**config.mk**
```make
export PLATFORM = sky130hd
export DESIGN_NAME = pll_divider_search
export DESIGN_NICKNAME = d
export VERILOG_FILES = /design/src/design/pds_pkg.sv /design/src/design/pll_divider_search.sv /design/src/design/pds_mul.sv /design/src/design/pds_seq.sv
export SDC_FILE = /design/constraint.sdc
export NUM_CORES = 2
export LEC_CHECK = 0
export BUFFER_PORTS_ARGS = -buffer_cell sky130_fd_sc_hd__buf_2
export CAP_MARGIN = 15
export CORE_MARGIN = 4
export CORE_UTILIZATION = 44
export CTS_CLUSTER_DIAMETER = 30
export DETAILED_ROUTE_END_ITERATION = 8
export SKIP_CTS_REPAIR_TIMING = 1
export SYNTH_ARGS = -nofsm -noshare
export SYNTH_HDL_FRONTEND = slang
export SYNTH_SLANG_ARGS = --single-unit
export TNS_END_PERCENT = 5
```
**constraint.sdc**
```tcl
create_clock -name clk_i -period 12.5 [get_ports clk_i]
set_clock_uncertainty 0.1 [all_clocks]
set_input_delay 2.5 -clock clk_i [delete_from_list [all_inputs] [get_ports clk_i]]
set_output_delay 2.5 -clock clk_i [all_outputs]
set_load 0.02 [all_outputs]
```
**src/design/pds_pkg.sv**
```systemverilog
// Package for the PLL divider search block.
// Holds field widths, search constants, the sequencer state type and the
// structs shared by the top level and the search core. No dependencies.
package pds_pkg;

  localparam int unsigned M_MAX = 127;
  localparam int unsigned P_MAX = 3;

  localparam int unsigned IN_W    = 20;
  localparam int unsigned REF_W   = 16;
  localparam int unsigned NOUT_W  = 7;
  localparam int unsigned MOUT_W  = 7;
  localparam int unsigned PP_W    = 2;
  localparam int unsigned S_DATA_W = 24;
  localparam int unsigned M_DATA_W = 16;

  localparam int unsigned F_W     = 18;
  localparam int unsigned NP_W    = 8;
  localparam int unsigned N_W     = 8;
  localparam int unsigned Q_W     = $clog2(M_MAX + 3);
  localparam int unsigned CNT_W   = $clog2(Q_W);
  localparam int unsigned KA_W    = $clog2(8 * (M_MAX + 2) + 1);
  localparam int unsigned A_W     = KA_W + REF_W;
  localparam int unsigned B_W     = F_W + NP_W;
  localparam int unsigned DEN_W   = REF_W + NP_W;
  localparam int unsigned X_W     = B_W + 2;
  localparam int unsigned DV_W    = REF_W + 4 + Q_W;
  localparam int unsigned CMP_W   = (X_W > DV_W) ? X_W : DV_W;
  localparam int unsigned LIM_W   = 17;
  localparam int unsigned MA_W    = (A_W > F_W) ? A_W : F_W;
  localparam int unsigned MB_W    = DEN_W;
  localparam int unsigned PR_W    = MA_W + MB_W;

  localparam logic [IN_W-1:0]  F_LOW      = IN_W'(12000);
  localparam logic [IN_W-1:0]  F_HIGH     = IN_W'(220000);
  localparam logic [F_W-1:0]   F_VCO_MIN  = F_W'(110000);
  localparam logic [REF_W-1:0] REF_RESET  = REF_W'(14318);
  localparam logic [N_W-1:0]   N_LIMIT    = N_W'(127);
  localparam logic [LIM_W-1:0] LIM_FIRST  = LIM_W'(1500);
  localparam logic [LIM_W-1:0] LIM_STEP   = LIM_W'(500);
  localparam logic [NOUT_W-1:0] DEFAULT_N = NOUT_W'(32);
  localparam logic [Q_W-1:0]   DEFAULT_M  = Q_W'(32);

  typedef enum logic [3:0] {
    ST_IDLE,
    ST_CHECK,
    ST_DINIT,
    ST_DIV,
    ST_MSET,
    ST_MUL_A,
    ST_ABS,
    ST_MUL_L,
    ST_MUL_R,
    ST_CMP,
    ST_DONE
  } pds_state_e;

  typedef struct packed {
    logic [F_W-1:0]  f;
    logic [PP_W-1:0] p;
  } job_t;

  typedef struct packed {
    logic [PP_W-1:0]   p;
    logic [MOUT_W-1:0] m;
    logic [NOUT_W-1:0] n;
  } res_t;

endpackage

```
**src/design/pll_divider_search.sv**
```systemverilog
// Top level of the PLL divider search: stream ports, reference register,
// target clamp and post divider choice, result output register.
// Depends on pds_pkg and pds_seq.
//
//   Channel   Direction  Signals                                  Content
//   s_axis    in         s_axis_tvalid/tready/tdata               target request
//   m_axis    out        m_axis_tvalid/tready/tdata               n, m, p result
//   cfg       in         cfg_valid_i/cfg_ready_o/cfg_data_i       reference in kHz
//
// A request tries N = min(floor(ref / 500) - 2, 127) n values (N = 0 below
// 1500 kHz); each n takes eight divider steps for m, skipped when the quotient saturates,
// and three passes through the shared multiplier for the error compare.
// Reset puts the reference at 14318 kHz; no memory is cleared.
// A new request is taken while an earlier result waits at m_axis; the core
// holds its result until the output register is free.
module pll_divider_search import pds_pkg::*; (
  input  logic                clk_i,
  input  logic                rst_ni,
  input  logic                s_axis_tvalid,
  output logic                s_axis_tready,
  input  logic [S_DATA_W-1:0] s_axis_tdata,   // [19:0] target_freq_khz
  output logic                m_axis_tvalid,
  input  logic                m_axis_tready,
  output logic [M_DATA_W-1:0] m_axis_tdata,   // [6:0] n_div, [13:7] m_mult, [15:14] p_post
  input  logic                cfg_valid_i,
  output logic                cfg_ready_o,
  input  logic [REF_W-1:0]    cfg_data_i
);

  logic [REF_W-1:0] ref_q;
  logic             out_valid_q;
  res_t             out_q;
  logic [IN_W-1:0]  f_clamp;
  logic [F_W-1:0]   f_work;
  logic [PP_W-1:0]  p_work;
  job_t             job;
  logic             core_ready;
  logic             res_valid;
  logic             res_ready;
  res_t             res;

  assign cfg_ready_o = 1'b1;

  always_ff @(posedge clk_i or negedge rst_ni) begin
    if (!rst_ni) begin
      ref_q <= REF_RESET;
    end else if (cfg_valid_i) begin
      ref_q <= cfg_data_i;
    end
  end

  always_comb begin
    f_clamp = s_axis_tdata[IN_W-1:0];
    if (f_clamp < F_LOW) begin
      f_clamp = F_LOW;
    end else if (f_clamp > F_HIGH) begin
      f_clamp = F_HIGH;
    end
    f_work = f_clamp[F_W-1:0];
    p_work = '0;
    for (int i = 0; i < int'(P_MAX); i++) begin
      if (f_work < F_VCO_MIN) begin
        f_work = f_work << 1;
        p_work = p_work + PP_W'(1);
      end
    end
  end

  assign job.f = f_work;
  assign job.p = p_work;

  pds_seq u_seq (
    .clk_i       (clk_i),
    .rst_ni      (rst_ni),
    .job_valid_i (s_axis_tvalid),
    .job_i       (job),
    .ready_o     (core_ready),
    .ref_i       (ref_q),
    .res_valid_o (res_valid),
    .res_o       (res),
    .res_ready_i (res_ready)
  );

  assign s_axis_tready = core_ready;
  assign res_ready     = !out_valid_q || m_axis_tready;

  always_ff @(posedge clk_i or negedge rst_ni) begin
    if (!rst_ni) begin
      out_valid_q <= 1'b0;
    end else if (res_ready) begin
      out_valid_q <= res_valid;
    end
  end

  always_ff @(posedge clk_i) begin
    if (res_ready && res_valid) begin
      out_q <= res;
    end
  end

  assign m_axis_tvalid = out_valid_q;
  assign m_axis_tdata  = M_DATA_W'(out_q);

endmodule

```
**src/design/pds_mul.sv**
```systemverilog
// Shared multiplier of the divider search with a registered product.
// Depends on pds_pkg for operand and product widths.
module pds_mul import pds_pkg::*; (
  input  logic            clk_i,
  input  logic [MA_W-1:0] a_i,
  input  logic [MB_W-1:0] b_i,
  output logic [PR_W-1:0] prod_o
);

  logic [PR_W-1:0] prod_q;

  always_ff @(posedge clk_i) begin
    prod_q <= PR_W'(a_i) * PR_W'(b_i);
  end

  assign prod_o = prod_q;

endmodule

```
**src/design/pds_seq.sv**
```systemverilog
// Search core: sequencer over n with a bit-serial divider for m and the
// shared multiplier for the error cross-products.
// Depends on pds_pkg and pds_mul.
module pds_seq import pds_pkg::*; (
  input  logic             clk_i,
  input  logic             rst_ni,
  input  logic             job_valid_i,
  input  job_t             job_i,
  output logic             ready_o,
  input  logic [REF_W-1:0] ref_i,
  output logic             res_valid_o,
  output res_t             res_o,
  input  logic             res_ready_i
);

  pds_state_e state_q, state_d;

  logic [F_W-1:0]    f_q;
  logic [PP_W-1:0]   p_q;
  logic [N_W-1:0]    n_q;
  logic [B_W-1:0]    b_q;
  logic [DEN_W-1:0]  den_q;
  logic [LIM_W-1:0]  lim_q;
  logic [X_W-1:0]    rem_q;
  logic [DV_W-1:0]   div_q;
  logic [Q_W-1:0]    q_q;
  logic [CNT_W-1:0]  cnt_q;
  logic [Q_W-1:0]    m_q;
  logic [A_W-1:0]    d_q;
  logic [PR_W-1:0]   lhs_q;
  logic [MA_W-1:0]   best_num_q;
  logic [DEN_W-1:0]  best_den_q;
  logic [NOUT_W-1:0] best_n_q;
  logic [Q_W-1:0]    best_m_q;

  logic [MA_W-1:0]   mul_a;
  logic [MB_W-1:0]   mul_b;
  logic [PR_W-1:0]   prod;
  logic [X_W-1:0]    x_init;
  logic              sat;
  logic              rem_ge;
  logic [A_W-1:0]    a_val;
  logic [A_W-1:0]    b_ext;
  logic [Q_W-1:0]    m_clamp;

  pds_mul u_mul (
    .clk_i  (clk_i),
    .a_i    (mul_a),
    .b_i    (mul_b),
    .prod_o (prod)
  );

  assign x_init = (X_W'(b_q) << 1) + (X_W'(ref_i) << 3);
  assign sat    = CMP_W'(x_init) >= (CMP_W'(ref_i) << (Q_W + 4));
  assign rem_ge = CMP_W'(rem_q) >= CMP_W'(div_q);
  assign a_val  = prod[A_W-1:0];
  assign b_ext  = A_W'(b_q);

  always_comb begin
    if (q_q < Q_W'(3)) begin
      m_clamp = Q_W'(1);
    end else begin
      m_clamp = q_q - Q_W'(2);
    end
    if (m_clamp > Q_W'(M_MAX)) begin
      m_clamp = Q_W'(M_MAX);
    end
  end

  always_ff @(posedge clk_i or negedge rst_ni) begin
    if (!rst_ni) begin
      state_q <= ST_IDLE;
    end else begin
      state_q <= state_d;
    end
  end

  always_comb begin
    state_d     = state_q;
    ready_o     = 1'b0;
    res_valid_o = 1'b0;
    mul_a       = MA_W'({Q_W'(m_q + Q_W'(2)), 3'b000});
    mul_b       = MB_W'(ref_i);
    unique case (state_q)
      ST_IDLE: begin
        ready_o = 1'b1;
        if (job_valid_i) begin
          state_d = ST_CHECK;
        end
      end
      ST_CHECK: begin
        if (n_q > N_LIMIT || lim_q > LIM_W'(ref_i)) begin
          state_d = ST_DONE;
        end else begin
          state_d = ST_DINIT;
        end
      end
      ST_DINIT: begin
        state_d = sat ? ST_MSET : ST_DIV;
      end
      ST_DIV: begin
        if (cnt_q == '0) begin
          state_d = ST_MSET;
        end
      end
      ST_MSET: begin
        state_d = ST_MUL_A;
      end
      ST_MUL_A: begin
        state_d = ST_ABS;
      end
      ST_ABS: begin
        state_d = ST_MUL_L;
      end
      ST_MUL_L: begin
        mul_a   = MA_W'(d_q);
        mul_b   = best_den_q;
        state_d = ST_MUL_R;
      end
      ST_MUL_R: begin
        mul_a   = best_num_q;
        mul_b   = den_q;
        state_d = ST_CMP;
      end
      ST_CMP: begin
        state_d = ST_CHECK;
      end
      ST_DONE: begin
        res_valid_o = 1'b1;
        if (res_ready_i) begin
          state_d = ST_IDLE;
        end
      end
      default: begin
        state_d = ST_IDLE;
      end
    endcase
  end

  always_ff @(posedge clk_i) begin
    unique case (state_q)
      ST_IDLE: begin
        if (job_valid_i) begin
          f_q        <= job_i.f;
          p_q        <= job_i.p;
          n_q        <= N_W'(1);
          b_q        <= B_W'(job_i.f) + (B_W'(job_i.f) << 1);
          den_q      <= DEN_W'(ref_i) + (DEN_W'(ref_i) << 1);
          lim_q      <= LIM_FIRST;
          best_num_q <= MA_W'(job_i.f);
          best_den_q <= DEN_W'(ref_i);
          best_n_q   <= DEFAULT_N;
          best_m_q   <= DEFAULT_M;
        end
      end
      ST_DINIT: begin
        rem_q <= x_init;
        div_q <= DV_W'(ref_i) << (Q_W + 3);
        cnt_q <= CNT_W'(Q_W - 1);
        q_q   <= sat ? '1 : '0;
      end
      ST_DIV: begin
        if (rem_ge) begin
          rem_q <= rem_q - X_W'(div_q);
        end
        q_q   <= {q_q[Q_W-2:0], rem_ge};
        div_q <= div_q >> 1;
        cnt_q <= cnt_q - CNT_W'(1);
      end
      ST_MSET: begin
        m_q <= m_clamp;
      end
      ST_ABS: begin
        d_q <= (a_val > b_ext) ? (a_val - b_ext) : (b_ext - a_val);
      end
      ST_MUL_R: begin
        lhs_q <= prod;
      end
      ST_CMP: begin
        if (lhs_q < prod) begin
          best_num_q <= MA_W'(d_q);
          best_den_q <= den_q;
          best_n_q   <= n_q[NOUT_W-1:0];
          best_m_q   <= m_q;
        end
        n_q   <= n_q + N_W'(1);
        b_q   <= b_q + B_W'(f_q);
        den_q <= den_q + DEN_W'(ref_i);
        lim_q <= lim_q + LIM_STEP;
      end
      default: begin
      end
    endcase
  end

  assign res_o.n = best_n_q;
  assign res_o.m = best_m_q[MOUT_W-1:0];
  assign res_o.p = p_q;

endmodule

```
==> reports/metrics.cfg <==
[status]
status = completed

[setup_path]
path_class = flip-flop to flip-flop
worstPathRequired_ns = 12.98
cpPeakStageDelay_ns = 0.59
crit_arrival_ns = 11.63
cp-end-kind = flip-flop
critPathMaxFanout = 85
start_kind = flip-flop
cp_slowest_cell = o41ai_1
cp_common_cell = fa_1

[drt]
ant_nets = 0
first_pass_iters = 6
drtIter0Drc = 2782
drt_wl_total_mm = 135
wl_per_cell_um = 21.1
drc_errors = 0
drt-vias-per-instance = 5.49
num_vias = 35215

[layout]
layout-drive-gt1-share = 0.0779
synthToLayoutAreaGrowth_pct = 11.4
fin_cells = 6414
layout.nets = 5988
final_area_um2 = 51100

[flow_run]
drv_cap = 0

[sta]
holdWs_ns = 0.316
period_needed_ns = 11.16
max_freq_mhz = 89.6
slew_violations = 0
rsz0062_at_grt = no
period_share = 0.893
finalHoldViolCount = 0
slew_headroom = 0.144
fin_tns_setup_ns = 0
tightest_slew_ns = 1.28
setup_viol = 0

[global_routing]
antenna_found_initial = 5
grt_max_degree = 86
grt_pass1_vias = 35856
grt_first_pass_wirelength_mm = 209
grt-ovfl-total = 0
grt_usage = 0.250

[hold_path]
min_path_type = flip-flop to flip-flop

[yosys]
syn_nets = 5929
postSynthCellCount = 4897
yosys_warnings = 0
synth_seq_cells = 398
synth_area_per_cell_um2 = 9.36
ys.flop_type = edfxtp_1
synthArstFlopShare = 0.0528
synth_cell_types = 92
synth_edf_count = 326
synth_area_um2 = 45800
synth-seq-area-share = 0.248

[die]
row_count = 118
dieArea_um2 = 109000
die_height_um = 331
coreArea_um2 = 103000
initial_core_util = 0.443
dieWidth_um = 331
ios = 64

[place]
portBuffers = 58
place_area_um2 = 47900
place_congestion = 0.957
place_inst = 6244
dp_hpwl_mm = 106

[clock_tree]
clk_latency_ns = 0.67
cts-root-buf = clkbuf_16
clk_pin_slew_ns = 0.05
cts_tree = done
cts_sinks = 398
cts_buffer_depth = 3
htreeDepth = 3
cts_made_buffers = 90

[path summary, 6_finish.rpt]
path / start / end / slack [ns] / cells after the start
max: u_seq.state_q[3] / u_seq.u_mul.prod_o[50] / 1.34 / 32
min: u_seq.best_m_q[3] / m_axis_tdata[10] / 0.32 / 0
max reg2reg: u_seq.state_q[3] / u_seq.u_mul.prod_o[50] / 1.34 / 32
min reg2reg: u_seq.best_m_q[3] / m_axis_tdata[10] / 0.32 / 0
max in group asynchronous: rst_ni / u_seq.state_q[2] / 10.22 / 1
min in group asynchronous: rst_ni / ref_q[4] / 1.70 / 1
[registers in the layout, summed over array words and instances, names as in the netlist, 18 cells and up]
register,cells
u_seq.div_q,27
u_seq.lhs_q,51
u_seq.best_num_q,27
u_seq.b_q,26
u_seq.rem_q,28
u_seq.d_q,27
u_seq.best_den_q,24
u_seq.f_q,18
u_seq.den_q,24
u_seq.u_mul.prod_o,51
[final cells by class]
type | instances | area [µm²]
Fill cell | 9652 | 52400
Multi-Input combinational cell | 3547 | 30900
Sequential cell | 398 | 11300
Inverter | 767 | 2880
Clock buffer | 108 | 2350
Tap cell | 1380 | 1730
Timing Repair Buffer | 152 | 1010
Clock inverter | 61 | 797
Antenna cell | 1 | 2.50
[worst max-delay path, delay by kind of cell (launching register included)]
| family | cells | cell delay, ns |
|---|---|---|
| buffers and inverters | 6 | 1.49 |
| flip-flops | 1 | 0.58 |
| AO/OA/AOI/OAI | 11 | 3.03 |
| XOR/XNOR | 1 | 0.13 |
| AND/OR/NAND/NOR | 6 | 1.63 |
| adder cells (fa/ha/maj) | 8 | 4.03 |
[cells in the mapped netlist (8+ instances only)]
master,number,area share
inv_1,764,0.063
nand2_1,654,0.054
fa_1,556,0.24
ha_1,431,0.12
nor2_1,410,0.034
edfxtp_1,326,0.21
a21oi_1,226,0.025
o21ai_0,199,0.022
clkbuf_1,170,0.014
xnor2_1,133,0.025
a21o_1,112,0.018
xor2_1,61,0.012
a22oi_1,54,0.0088
nor3_1,52,0.0057
dfxtp_1,51,0.022
nand3_1,50,0.0055
and2_1,44,0.0060
nand2b_1,43,0.0059
mux2i_1,42,0.0092
o21a_1,40,0.0066
or3_1,34,0.0046
nand4_1,33,0.0045
mux2_2,32,0.0079
nor2b_1,32,0.0044
a22o_1,30,0.0057
o21bai_1,24,0.0039
a21boi_0,21,0.0034
and3_1,20,0.0027
o31ai_1,19,0.0031
a211oi_1,17,0.0028
o211ai_1,14,0.0023
a31oi_1,13,0.0018
nor4_1,12,0.0016
or2_2,12,0.0016
dfstp_2,11,0.0063
a2111oi_0,10,0.0019
dfrtp_1,10,0.0055
a211o_1,8,0.0015
o41ai_1,8,0.0015
[per-stage QoR]
step / utilization / worst slack (ns)
2_1_floorplan: - / 2.31
3_3_place_gp: 0.463 / 1.48
3_5_place_dp: 0.463 / 1.45
4_1_cts: 0.493 / 1.40
5_1_grt: 0.493 / 0.771
6_report: 0.493 / 1.34
[layer usage]
metal  vias up  wire (µm)  track usage
met5         -          0            0
met4         0       5930       0.0944
met3       279       9450       0.0432
met2      1197      62300        0.409
met1     17454      57500        0.335
li1      16285          -            -
[cells by family after synthesis]
| logic type | after synthesis | synth area share |
|---|---|---|
| buf+inv | 952 | 0.0787 |
| simple gates | 1425 | 0.136 |
| mux | 75 | 0.0175 |
| other cells | 2 | 0.000164 |
| fa+ha+maj | 987 | 0.361 |
| flops | 398 | 0.248 |
| compound gates | 864 | 0.122 |
| xor+xnor | 194 | 0.0371 |
[placed cells by master (no fill, tap or decap), types with 13 or more instances in the layout]
cell / instances
inv_1: 764
nand2_1: 653
fa_1: 556
ha_1: 431
nor2_1: 407
edfxtp_1: 326
a21oi_1: 223
o21ai_0: 199
xnor2_1: 133
a21o_1: 112
buf_4: 93
clkbuf_16: 90
xor2_1: 61
buf_2: 58
a22oi_1: 53
dfxtp_1: 51
nand3_1: 50
nor3_1: 49
and2_1: 44
nand2b_1: 43
mux2i_1: 42
o21a_1: 40
or3_1: 33
nand4_1: 33
nor2b_1: 32
mux2_2: 32
a22o_1: 30
o21bai_1: 24
a21boi_0: 21
and3_1: 20
o31ai_1: 19
a211oi_1: 17
clkbuf_1: 15
o211ai_1: 14
a31oi_1: 13
Power is not shown: default switching activity piles up to over one toggle a cycle in this logic, so the estimate is an artifact.
